`src/hw/rtl/rlfw_pkg.sv`:
```
// types and constants shared by the recursive lock blocks
`timescale 1ns / 1ps
`default_nettype none

package rlfw_pkg;

    localparam int ID_W    = 8;
    localparam int DEPTH_W = 8;

    localparam logic FUNC_ACQUIRE = 1'b0;
    localparam logic FUNC_RELEASE = 1'b1;

    typedef enum logic [3:0] {
        ST_GRANTED    = 4'd0,
        ST_REGRANTED  = 4'd1,
        ST_QUEUED     = 4'd2,
        ST_COUNT_DOWN = 4'd3,
        ST_FREED      = 4'd4,
        ST_HANDED     = 4'd5,
        ST_NOT_HOLDER = 4'd6,
        ST_ALREADY    = 4'd7,
        ST_OVERFLOW   = 4'd8
    } status_t;

    typedef struct packed {
        logic            func;
        logic [ID_W-1:0] thread_id;
    } req_t;

    typedef struct packed {
        status_t            status;
        logic [ID_W-1:0]    woken_thread;
        logic               holder_present;
        logic [ID_W-1:0]    holder_now;
        logic [DEPTH_W-1:0] depth_now;
    } rsp_t;

    typedef struct packed {
        logic push;
        logic pop;
        logic cmp;
    } cell_ctrl_t;

endpackage

`default_nettype wire

```
`src/hw/rtl/rlfw_cell.sv`:
```
// one waiter slot of the queue chain
`timescale 1ns / 1ps
`default_nettype none

module rlfw_cell #(
    parameter int TID_W = 8
) (
    input  wire                     clk,
    input  wire                     rst_n,
    input  rlfw_pkg::cell_ctrl_t    ctrl,
    input  wire  [TID_W-1:0]        key,
    input  wire                     prev_valid,
    input  wire                     next_valid,
    input  wire  [TID_W-1:0]        next_id,
    output logic                    valid,
    output logic [TID_W-1:0]        id,
    output logic                    match
);

    logic             valid_reg, valid_next;
    logic [TID_W-1:0] id_reg, id_next;
    logic             match_reg, match_next;

    always_comb
    begin
        valid_next = valid_reg;
        id_next    = id_reg;
        match_next = match_reg;
        if (ctrl.pop)
        begin
            valid_next = next_valid;
            id_next    = next_id;
        end
        else if (ctrl.push && prev_valid && !valid_reg)
        begin
            valid_next = 1'b1;
            id_next    = key;
        end
        if (ctrl.cmp)
        begin
            match_next = valid_reg && (id_reg == key);
        end
    end

    always_ff @(posedge clk or negedge rst_n)
    begin
        if (!rst_n)
        begin
            valid_reg <= 1'b0;
            match_reg <= 1'b0;
        end
        else
        begin
            valid_reg <= valid_next;
            match_reg <= match_next;
        end
    end

    always_ff @(posedge clk)
    begin
        id_reg <= id_next;
    end

    assign valid = valid_reg;
    assign id    = id_reg;
    assign match = match_reg;

endmodule

`default_nettype wire

```
`src/hw/rtl/recursive_lock_with_fifo_waiters_core.sv`:
```
// recursive lock with a first-in first-out queue of waiting threads
`timescale 1ns / 1ps
`default_nettype none

// Each request word (acquire or release, with a thread id) is first accepted into the input
// register. Next, every slot of the waiter chain compares its id against the requester.
// Then the block decides and updates holder, count and queue, and the response is loaded
// into an output register at the end of that deciding cycle. The deciding cycle is held for
// as long as an earlier response still waits unaccepted in that register. The next request
// is taken only in the cycle after the decision.
// Waiters live in a chain of MAX_WAITERS slots with the oldest at the front;
// a handover shifts the whole chain forward by one slot.
module recursive_lock_with_fifo_waiters_core #(
    parameter int MAX_WAITERS = 16,
    parameter int ID_BITS     = 8,
    parameter int COUNT_MAX   = 255
) (
    input  wire              clk,
    input  wire              rst_n,
    input  wire              req_valid,
    output logic             req_ready,
    input  rlfw_pkg::req_t   req,
    output logic             rsp_valid,
    input  wire              rsp_ready,
    output rlfw_pkg::rsp_t   rsp
);

    localparam int TID_W = (ID_BITS < rlfw_pkg::ID_W) ? ID_BITS : rlfw_pkg::ID_W;
    localparam int CNT_W = $clog2(COUNT_MAX + 1);

    typedef enum logic [2:0] {
        S_IDLE  = 3'b001,
        S_MATCH = 3'b010,
        S_EXEC  = 3'b100
    } state_t;

    state_t              state_reg, state_next;
    rlfw_pkg::req_t      req_reg;
    logic                held_reg, held_next;
    logic [TID_W-1:0]    holder_reg, holder_next;
    logic [CNT_W-1:0]    cnt_reg, cnt_next;
    logic                rsp_valid_reg, rsp_valid_next;
    rlfw_pkg::rsp_t      rsp_reg, rsp_next;

    rlfw_pkg::cell_ctrl_t ctrl;
    logic                 push, pop, fire;
    logic [TID_W-1:0]     key;
    logic [TID_W-1:0]     woken;
    rlfw_pkg::status_t    status;

    logic [MAX_WAITERS-1:0] cell_valid;
    logic [MAX_WAITERS-1:0] cell_match;
    logic [TID_W-1:0]       cell_id [MAX_WAITERS];

    logic                   dup, full, empty;
    logic [TID_W+7:0]       woken_ext, holder_ext;
    logic [CNT_W+7:0]       cnt_ext;

    assign key   = req_reg.thread_id[TID_W-1:0];
    assign dup   = |cell_match;
    assign full  = cell_valid[MAX_WAITERS-1];
    assign empty = !cell_valid[0];
    assign fire  = (state_reg == S_EXEC) && (!rsp_valid_reg || rsp_ready);

    assign ctrl.push = push && fire;
    assign ctrl.pop  = pop && fire;
    assign ctrl.cmp  = (state_reg == S_MATCH);

    // waiter chain, front slot holds the oldest waiter
    for (genvar i = 0; i < MAX_WAITERS; i++)
    begin : g_cell
        logic             prev_v;
        logic             next_v;
        logic [TID_W-1:0] next_i;

        if (i == 0)
        begin : g_first
            assign prev_v = 1'b1;
        end
        else
        begin : g_mid
            assign prev_v = cell_valid[i-1];
        end

        if (i == MAX_WAITERS - 1)
        begin : g_last
            assign next_v = 1'b0;
            assign next_i = '0;
        end
        else
        begin : g_inner
            assign next_v = cell_valid[i+1];
            assign next_i = cell_id[i+1];
        end

        rlfw_cell #(
            .TID_W (TID_W)
        ) u_cell (
            .clk        (clk),
            .rst_n      (rst_n),
            .ctrl       (ctrl),
            .key        (key),
            .prev_valid (prev_v),
            .next_valid (next_v),
            .next_id    (next_i),
            .valid      (cell_valid[i]),
            .id         (cell_id[i]),
            .match      (cell_match[i])
        );
    end

    // lock decision
    always_comb
    begin
        held_next   = held_reg;
        holder_next = holder_reg;
        cnt_next    = cnt_reg;
        push        = 1'b0;
        pop         = 1'b0;
        woken       = '0;
        if (req_reg.func == rlfw_pkg::FUNC_ACQUIRE)
        begin
            if (held_reg && holder_reg == key)
            begin
                if (cnt_reg >= CNT_W'(COUNT_MAX))
                begin
                    status = rlfw_pkg::ST_OVERFLOW;
                end
                else
                begin
                    cnt_next = cnt_reg + CNT_W'(1);
                    status   = rlfw_pkg::ST_REGRANTED;
                end
            end
            else if (!held_reg)
            begin
                held_next   = 1'b1;
                holder_next = key;
                cnt_next    = CNT_W'(1);
                status      = rlfw_pkg::ST_GRANTED;
            end
            else if (dup)
            begin
                status = rlfw_pkg::ST_ALREADY;
            end
            else if (full)
            begin
                status = rlfw_pkg::ST_OVERFLOW;
            end
            else
            begin
                push   = 1'b1;
                status = rlfw_pkg::ST_QUEUED;
            end
        end
        else
        begin
            if (!held_reg || holder_reg != key)
            begin
                status = rlfw_pkg::ST_NOT_HOLDER;
            end
            else if (cnt_reg > CNT_W'(1))
            begin
                cnt_next = cnt_reg - CNT_W'(1);
                status   = rlfw_pkg::ST_COUNT_DOWN;
            end
            else if (!empty)
            begin
                woken       = cell_id[0];
                pop         = 1'b1;
                holder_next = cell_id[0];
                cnt_next    = CNT_W'(1);
                status      = rlfw_pkg::ST_HANDED;
            end
            else
            begin
                held_next   = 1'b0;
                holder_next = '0;
                cnt_next    = '0;
                status      = rlfw_pkg::ST_FREED;
            end
        end
    end

    assign woken_ext  = {8'd0, woken};
    assign holder_ext = {8'd0, holder_next};
    assign cnt_ext    = {8'd0, cnt_next};

    always_comb
    begin
        rsp_next                = rsp_reg;
        rsp_valid_next          = rsp_valid_reg;
        if (rsp_valid_reg && rsp_ready)
        begin
            rsp_valid_next = 1'b0;
        end
        if (fire)
        begin
            rsp_valid_next          = 1'b1;
            rsp_next.status         = status;
            rsp_next.woken_thread   = woken_ext[7:0];
            rsp_next.holder_present = held_next;
            rsp_next.holder_now     = holder_ext[7:0];
            rsp_next.depth_now      = cnt_ext[7:0];
        end
    end

    always_comb
    begin
        state_next = state_reg;
        case (state_reg)
            S_IDLE:
            begin
                if (req_valid)
                begin
                    state_next = S_MATCH;
                end
            end
            S_MATCH:
            begin
                state_next = S_EXEC;
            end
            S_EXEC:
            begin
                if (fire)
                begin
                    state_next = S_IDLE;
                end
            end
            default:
            begin
                state_next = S_IDLE;
            end
        endcase
    end

    always_ff @(posedge clk or negedge rst_n)
    begin
        if (!rst_n)
        begin
            state_reg     <= S_IDLE;
            held_reg      <= 1'b0;
            holder_reg    <= '0;
            cnt_reg       <= '0;
            rsp_valid_reg <= 1'b0;
        end
        else
        begin
            state_reg     <= state_next;
            rsp_valid_reg <= rsp_valid_next;
            if (fire)
            begin
                held_reg   <= held_next;
                holder_reg <= holder_next;
                cnt_reg    <= cnt_next;
            end
        end
    end

    always_ff @(posedge clk)
    begin
        if (req_valid && req_ready)
        begin
            req_reg <= req;
        end
        rsp_reg <= rsp_next;
    end

    assign req_ready = (state_reg == S_IDLE);
    assign rsp_valid = rsp_valid_reg;
    assign rsp       = rsp_reg;

endmodule

`default_nettype wire
```
`config.mk`:
```
export PLATFORM = sky130hd
export DESIGN_NAME = recursive_lock_with_fifo_waiters_core
export DESIGN_NICKNAME = d
export VERILOG_FILES = /design/src/hw/rtl/rlfw_pkg.sv /design/src/hw/rtl/rlfw_cell.sv /design/src/hw/rtl/recursive_lock_with_fifo_waiters_core.sv
export SDC_FILE = /design/constraint.sdc
export NUM_CORES = 1
export LEC_CHECK = 0
export ABC_CLOCK_PERIOD_IN_PS = 3100
export BUFFER_PORTS_ARGS = -buffer_cell sky130_fd_sc_hd__buf_2
export CAP_MARGIN = 30
export CORE_UTILIZATION = 40
export CTS_CLUSTER_SIZE = 20
export DETAILED_ROUTE_END_ITERATION = 10
export PLACE_DENSITY = 0.65
export SYNTH_ARGS = -nofsm -noshare
export SYNTH_HDL_FRONTEND = slang
export SYNTH_SLANG_ARGS = --single-unit
```
`constraint.sdc`:
```
create_clock -name clk -period 3.1 [get_ports clk]
set_clock_uncertainty 0.15 [all_clocks]
set_input_delay 0.62 -clock clk [delete_from_list [all_inputs] [get_ports clk]]
set_output_delay 0.62 -clock clk [all_outputs]
set_load 0.1 [all_outputs]
```
-- Word-level counts from Yosys, hierarchy flattened
Cells that the tools add are included.
- mux-type cells: 103
- reduce and logical (&&, ||, !) cells: 93
- eq/ne operators: 23
- order comparisons: 2
- add/sub/neg operators: 2
- bitwise logic cells: 1
- operator list (kind ; number):
    8-bit 2-to-1 mux ; 42
    8-bit == test ; 17
    1-bit logical AND ; 53
    1-bit 2-to-1 mux ; 50
    2-bit nonzero test ; 17
    4-bit 2-to-1 mux ; 6
    1-bit zero test ; 18
    16-bit OR reduction ; 1
    3-bit 2-to-1 mux ; 4
    3-bit case mux with 3 select lines ; 1
    8-bit by 1-bit adder with 8-bit output, second input constant ; 1
    8-bit greater-or-equal comparator, second input constant ; 1
    8-bit by 1-bit greater-than comparator with 1-bit output, second input constant ; 1
    8-bit != test ; 1
    8-bit by 1-bit subtractor with 8-bit output, second input constant ; 1
    2-bit != test, second input constant ; 2
    3-bit by 1-bit == test with 1-bit output, second input constant ; 1
    3-bit by 2-bit == test with 1-bit output, second input constant ; 1
    3-bit == test, second input constant ; 1
    3-bit OR reduction ; 1
    1-bit logical OR ; 2
    2-bit AND reduction ; 1
    1-bit inverter ; 1
- register bits: 219
- output and inout bits: 31
- input port bits: 13
- word-level logic and storage cells: 284

-- Depth between registers and ports, before layout
Gate-level depths: netlist of the first run.
- word-level depth: 10
- depth in mapped cells: 11
- depth with buffers taken out: 8

-- Cells and area by module
A second synthesis of the first run with hierarchy kept.
- cell total of the unflattened synthesis: 886
- area total of the unflattened synthesis: 11517.3 µm²
- by module, submodules not included (module ; area an instance (µm²) ; sequential area each (µm²) ; cells each ; times used):
    rlfw_cell ; 518.0 ; 290.3 ; 36 ; 16
    recursive_lock_with_fifo_waiters_core ; 3229.3 ; 1667.8 ; 310 ; 1

-- Worst setup path before layout of the first run
OpenSTA, ideal clock, no wires.
- path kind: reg2reg
- start: register state_reg[0]
- end: register req_reg, in the netlist key[0] (enable)
- arrival time: 3.313 ns
- clock period less this slack: 3.806 ns
- path buffers: 0
- data required time: 2.607 ns
- slack: -0.706 ns
- library setup time: 0.343 ns
- stages on the path, launching flop included: 3
- cell sequence: dfstp_2 -> nor3b_1 -> and2_1
- word-level cells in the longest chain between the ends: 2
- ends and longest elaborated chain (element ; RTL line ; RTL):
    from (decl) ; recursive_lock_with_fifo_waiters_core.sv:37 ; state_t state_reg, state_next;
    from (signal assigned) ; recursive_lock_with_fifo_waiters_core.sv:249 ; state_reg <= state_next;
    3-bit by 1-bit == test with 1-bit output ; recursive_lock_with_fifo_waiters_core.sv:269 ; assign req_ready = (state_reg == S_IDLE);
    net req_ready ; recursive_lock_with_fifo_waiters_core.sv:21 ; output logic req_ready,
    1-bit logical AND ; recursive_lock_with_fifo_waiters_core.sv:262 ; if (req_valid && req_ready)
    to (signal assigned) ; recursive_lock_with_fifo_waiters_core.sv:264 ; req_reg <= req;
    to (decl) ; recursive_lock_with_fifo_waiters_core.sv:38 ; rlfw_pkg::req_t req_reg;
The timed path passes the listed nets, and every way through them passes these cells.
A chain may end at the register's enable or synchronous reset.

-- Final worst setup path of the first run
- start: register cnt_reg[0]
- end: register g_cell[10].u_cell.id_reg[4], data pin
- word-level cells in the longest chain between the ends: 6
- ends and longest elaborated chain (element ; RTL line ; RTL):
    from (decl) ; recursive_lock_with_fifo_waiters_core.sv:41 ; logic [CNT_W-1:0] cnt_reg, cnt_next;
    from (signal assigned) ; recursive_lock_with_fifo_waiters_core.sv:255 ; cnt_reg <= cnt_next;
    8-bit by 1-bit greater-than comparator with 1-bit output ; recursive_lock_with_fifo_waiters_core.sv:162 ; else if (cnt_reg > CNT_W'(1))
    1-bit 2-to-1 mux ; recursive_lock_with_fifo_waiters_core.sv:162 ;
    1-bit 2-to-1 mux ; recursive_lock_with_fifo_waiters_core.sv:158 ; if (!held_reg || holder_reg != key)
    1-bit 2-to-1 mux ; recursive_lock_with_fifo_waiters_core.sv:121 ; if (req_reg.func == rlfw_pkg::FUNC_ACQUIRE)
    1-bit logical AND ; recursive_lock_with_fifo_waiters_core.sv:66 ; assign ctrl.pop = pop && fire;
    8-bit 2-to-1 mux ; rlfw_cell.sv:29 ; if (ctrl.pop)
    net g_cell[10].u_cell.id_next[4] ; rlfw_cell.sv:21 ; logic [TID_W-1:0] id_reg, id_next;
    to (signal assigned) ; rlfw_cell.sv:61 ; id_reg <= id_next;
    to (decl) ; rlfw_cell.sv:21 ;
The timed path passes the listed nets, and every way through them passes these cells.

==> impl_metrics.toml, run 1 <==
[run_status]
status = "finished, final reports clean"

[die]
initial_core_util = 0.409
die_h_um = 168
die-area_sq_um = 28300
die-width_um = 168
std_cell_rows = 60
io_pins = 44
placeableCoreArea_sq_um = 27000

[power_and_ir_drop]
leakage_uw = 0.00527
ir_worst_vdd_uv = 310
p_per_area_nw_per_um2 = 635

[synthesis]
synth_fa_ha_area_frac = 0.00339
syn_area_sq_um = 11100
synth_top_cells_by_area = "edfxtp_1 43%, dfrtp_1 12%, xor2_1 8.8%"
yosysTopAreaCellShare = 0.429
synth_top_family_by_area = "compound AO/OA/AOI/OAI gates"
syn_nets = 979
synthTopCellsByCount = "158 x edfxtp_1, 122 x a21o_1, 111 x xor2_1"
ys.flop_type = "edfxtp_1"
ys_async_sr_fraction = 0.242
syn_area_per_cell_sq_um = 11.5
synthMuxAreaShare = 0.00995
synth-edff-count = 158
synthCells = 963
yosys.area_share.xor_xnor = 0.110
synth_compound_area_frac = 0.152
seq_area_frac_synth = 0.563
ys_ff_latch = 219
synth.distinct_cells = 66
synthMostInstantiatedCell = "edfxtp_1"
yosys.area_share.simple = 0.116
yosys.area.top_type = "edfxtp_1"
ys_warn_count = 0

[grt]
grt_pass1_vias = 7531
grt_usage = 0.194
grt_max_degree = 48
antenna_found_initial = 0
grt_pass1_wl_um = 42800
overflow = 0

[route]
drt_pre_antenna_iters = 5
drt_iter0_markers = 672
wl_um = 26900
ant_nets = 0
drcViolationCount = 0
via_count = 7591
wl_per_cell_um = 19.8
routed_via_density = 5.59

[setup_path]
required_ns = 3.21
path_delay_family = "simple AND/OR/NAND/NOR gates"
crit_buf_inv = 1
end_kind = "flop"
cp-start-kind = "flop"
critPathSlowestCell = "or3_1"
slowest_delay_ns = 0.59
crit_fanout = 18
cp.arrival_ns = 3.00
critical_path_class = "flop to flop"
r2r_slack_ns = 0.22
worstPathCellList = "inv_1 -> ha_1 -> or2_2 -> and3_4 -> nand3_2 -> or3_1 -> and2_4 -> a21o_1"

[sta]
hold_viol = 0
fmax_mhz = 347
slew_headroom = 0.570
worst_pin_slew_ns = 0.644
rsz0062_at_grt = "no"
finalCritPeriodShare = 0.930
min_period_ns = 2.88
slew_violations = 0
timing.setup.tns_ns = 0
hold-worst-slack_ns = 0.121
setup_viol = 0

[flow_run]
cap_violations = 0

[cells_and_area]
syn2layout_area_growth_pct = 12.8
largest_register_ffs = 128
n_antenna_cell = 0
drive_gt1_frac = 0.140
nNetsFinal = 1016
final_cells = 1359

[worst_hold_path]
min-delay-path-class = "input port to flop"

[placement]
portBuffers = 43
dp.cells = 1313
gp_congestion = 0.919
hpwlAfterDp_um = 17800

[clocking]
htreeDepth = 1
cts.clk_slew.worst_paths_ns = 0.06
cts_tree = "yes"
clock-sinks = 219
clockBufferDepth = 3
cts-root-buf = "clkbuf_16"
cts_inserted_buffers = 25
clock_latency_ns = 0.53
cts_resized = 0
## per-stage QoR
stage / worst slack (ns) / cell area (sq um) / util / total power (uW)
3_5_place_dp: 0.230 / 11700 / 0.431 / 5050
2_1_floorplan: 0.0465 / 11100 / - / 4730
3_3_place_gp: 0.309 / 11700 / 0.431 / 5020
4_1_cts: 0.208 / 12500 / 0.462 / 7980
5_1_grt: 0.0204 / 12500 / 0.462 / 8230
6_report: 0.216 / 12500 / 0.462 / 7920
## layout make-up
| type | count | area, sq um |
|---|---|---|
| clock inverters | 4 | 47.5 |
| fillers | 2460 | 14500 |
| inverters | 15 | 56.3 |
| well taps | 341 | 427 |
| multi-input cells | 650 | 4340 |
| flip-flops and latches | 219 | 6230 |
| clock buffers | 41 | 758 |
| repair buffers | 89 | 613 |
## where the power goes
group | total (uW) | internal [uW] | leakage (uW) | switching, uW
logic | 1570 | 545 | 0.00273 | 1020
registers | 3430 | 3350 | 0.00214 | 88.4
clock network | 2920 | 1750 | 0.000389 | 1170
## routing by layer
layer	up-vias	track usage	routed length, um
met1	3767	0.261	11900
met4	0	0.0545	482
met5	-	0	0
met3	41	0.0261	1570
li1	3539	-	-
met2	244	0.328	13000
## worst paths after layout
kind / startpoint / to / depth (start not counted)
worst max-delay path: cnt_reg[0] / g_cell[10].u_cell.id[4] / 8
worst min-delay path: req[5] / key[5] / 1
worst max register to register: cnt_reg[0] / g_cell[10].u_cell.id[4] / 8
worst min register to register: g_cell[10].u_cell.match / g_cell[10].u_cell.match / 2
max in group asynchronous: rst_n / holder_reg[1] / 3
min in group asynchronous: rst_n / rsp_valid / 2
## kinds of logic (layout without fill, tap and decap cells)
| group | Yosys count | after routing |
|---|---|---|
| mux | 11 | 11 |
| fa+ha+maj | 3 | 3 |
| xor+xnor | 139 | 139 |
| flops | 219 | 219 |
| simple gates | 249 | 249 |
| compound gates | 248 | 248 |
| buf+inv | 94 | 149 |
## placed cells by master (no fill, tap or decap), types with 3 or more instances in the layout
cell,count
buf_2,43
xor2_1,111
ha_1,3
and2_1,5
nand4_1,20
clkbuf_16,27
edfxtp_1,158
buf_4,41
nand2_1,74
o21ai_1,9
clkbuf_1,11
or2_2,3
inv_1,15
nor3_1,19
a21oi_1,39
clkbuf_8,3
a221o_1,6
nor4_1,20
nand2b_1,4
a31oi_1,8
dfrtp_1,52
o22ai_1,3
nor2b_1,4
dfxtp_1,8
and3_1,7
nor2_1,44
nand3b_1,3
buf_12,4
xnor2_1,28
nand3_1,22
o21ai_0,34
mux2i_1,11
and2_4,8
a21o_1,122
## timing repair
action	4_1_cts	5_1_grt
endpoints found under the hold margin	14	0
hold buffers	1	0
setup buffers	0	0
Power figures use the tool's default switching activity.
==> inputs of run 2 (changes only) <==
--- a/config.mk
+++ b/config.mk
@@ -6,12 +6,12 @@
 export NUM_CORES = 1
 export LEC_CHECK = 0
 export ABC_CLOCK_PERIOD_IN_PS = 3100
-export BUFFER_PORTS_ARGS = -buffer_cell sky130_fd_sc_hd__buf_2
 export CAP_MARGIN = 30
-export CORE_UTILIZATION = 40
+export CORE_UTILIZATION = 50
 export CTS_CLUSTER_SIZE = 20
 export DETAILED_ROUTE_END_ITERATION = 10
-export PLACE_DENSITY = 0.65
+export DONT_BUFFER_PORTS = 1
+export PLACE_DENSITY = 0.75
 export SYNTH_ARGS = -nofsm -noshare
 export SYNTH_HDL_FRONTEND = slang
 export SYNTH_SLANG_ARGS = --single-unit
==> run 2 against run 1 <==
  * Design area fell by 2.5%
  * Routed wire length is 3.4% lower
  * Fmax rose by 2.5%
  * Clock power barely moved
  * Setup slack better by 0.071 ns
  * Die area decreased by 20%
  * Flip-flop and latch count unchanged
  * Non-clock buffer count fell by 45
  * Critical path depth grew 1
  * Power fell by 0.33%
  * Largest cell class unchanged
  * Largest power group unchanged
==> impl_metrics.toml, run 2 (synthesis results as in run 1) <==
[die]
die-area_sq_um = 22700
std_cell_rows = 54
die_h_um = 151
die-width_um = 151
placeableCoreArea_sq_um = 21800
initial_core_util = 0.509
io_pins = 44

[clocking]
cts_tree = "yes"
cts_inserted_buffers = 25
post-cts-setup-buffers = 0
clockBufferDepth = 3
clock_latency_ns = 0.54
cts_resized = 0
cts.clk_slew.worst_paths_ns = 0.06
ctsHoldBuffers = 2
htreeDepth = 1
cts-root-buf = "clkbuf_16"
clock-sinks = 219

[cells_and_area]
syn2layout_area_growth_pct = 9.91
nNetsFinal = 971
fill_cells = 1787
largest_register_ffs = 128
final_cell_mix = "158 x edfxtp_1, 122 x a21o_1, 111 x xor2_1, 74 x nand2_1, 52 x dfrtp_1"
n_antenna_cell = 0
drive_gt1_frac = 0.104
final_common_cell = "edfxtp_1"
final_cells = 1254

[setup_path]
crit_buf_inv = 3
crit_fanout = 15
crit_top_cell = "buf_4"
required_ns = 3.24
slowest_delay_ns = 0.49
cp.arrival_ns = 2.95
critical_path_class = "flop to flop"
path_delay_family = "simple AND/OR/NAND/NOR gates"
critPathSlowestCell = "dfrtp_1"
cp-start-kind = "flop"
worstPathCellList = "inv_1 -> ha_1 -> or2_2 -> and3_4 -> and4_1 -> nand2_1 -> buf_4 -> o21ai_0 -> buf_4"
end_kind = "flop"

[sta]
setup_viol = 0
fmax_mhz = 355
slew_violations = 0
hold_viol = 0
slew_headroom = 0.391
fin_ws_ns = 0.286
finalCritPeriodShare = 0.908
worst_pin_slew_ns = 0.915
timing.setup.tns_ns = 0
min_period_ns = 2.81
rsz0062_at_grt = "no"

[power_and_ir_drop]
leakage_uw = 0.00510
p_per_area_nw_per_um2 = 649
ir_worst_vdd_uv = 500

[grt]
grt_pass1_vias = 7294
grt_pass1_wl_um = 40900
overflow = 0
antenna_found_initial = 0
grt_usage = 0.235
grt_max_degree = 136

[placement]
gp_congestion = 0.877
place_ws_ns = 0.308
dp.cells = 1206
hpwlAfterDp_um = 16500
portBuffers = 0

[route]
drcViolationCount = 0
drt_iter0_markers = 563
routed_via_density = 5.96
ant_nets = 0
drt_pre_antenna_iters = 5
wl_per_cell_um = 20.7
via_count = 7473
wl_um = 26000

[flow_run]
cap_violations = 0

[run_status]
status = "finished, final reports clean"

[worst_hold_path]
min-delay-path-class = "input port to flop"
[run 2: final cells by class]
cell class / instances / area (sq um) / area share
clock buffers: 28 / 637 / 0.0524
well taps: 280 / 350 / 0.0288
flip-flops and latches: 219 / 6230 / 0.513
inverters: 15 / 56.3 / 0.00463
multi-input cells: 650 / 4350 / 0.358
repair buffers: 44 / 378 / 0.0311
clock inverters: 18 / 158 / 0.0130
[run 2: final timing paths]
check | from | to | slack, ns | cells past startpoint
setup reg to reg | cnt_reg[0] | g_cell[14].u_cell.id[2] | 0.29 | 9
hold / removal | req[4] | key[4] | 0.02 | 0
hold reg to reg | g_cell[10].u_cell.match | g_cell[10].u_cell.match | 0.33 | 2
min in group asynchronous | rst_n | cnt_reg[5] | 0.47 | 2
setup / recovery | cnt_reg[0] | g_cell[14].u_cell.id[2] | 0.29 | 9
max in group asynchronous | rst_n | state_reg[0] | 2.05 | 2
[run 2: power by group]
part           internal (uW)  switching, uW  total (uW)
registers               3350            228        3580
logic                    533            897        1430
clock network           1660           1230        2890
[run 2: per-layer routing]
metal	GRT usage	routed length (um)	up-vias
li1	-	-	3446
met1	0.319	11200	3715
met2	0.376	12400	261
met3	0.0445	1680	51
met4	0.0830	706	0
met5	0	0	-
[run 2: through the flow]
stage	instance area [sq um]	power, uW	util	hold WS [ns]
6_report	12200	7890	0.559	0.0208
2_1_floorplan	11100	4730	-	0.174
3_5_place_dp	11300	5030	0.521	0.178
5_1_grt	12200	8170	0.559	0.00343
4_1_cts	12200	7930	0.559	0.00271
3_3_place_gp	11300	4990	0.521	0.178
[run 2: worst reg2reg max path: cells and delay by family (launching register included)]
| kind | cells | cell delay [ns] |
|---|---|---|
| compound gates | 1 | 0.12 |
| buf+inv | 3 | 0.53 |
| fa+ha+maj | 1 | 0.26 |
| simple gates | 4 | 1.00 |
| flops | 1 | 0.49 |
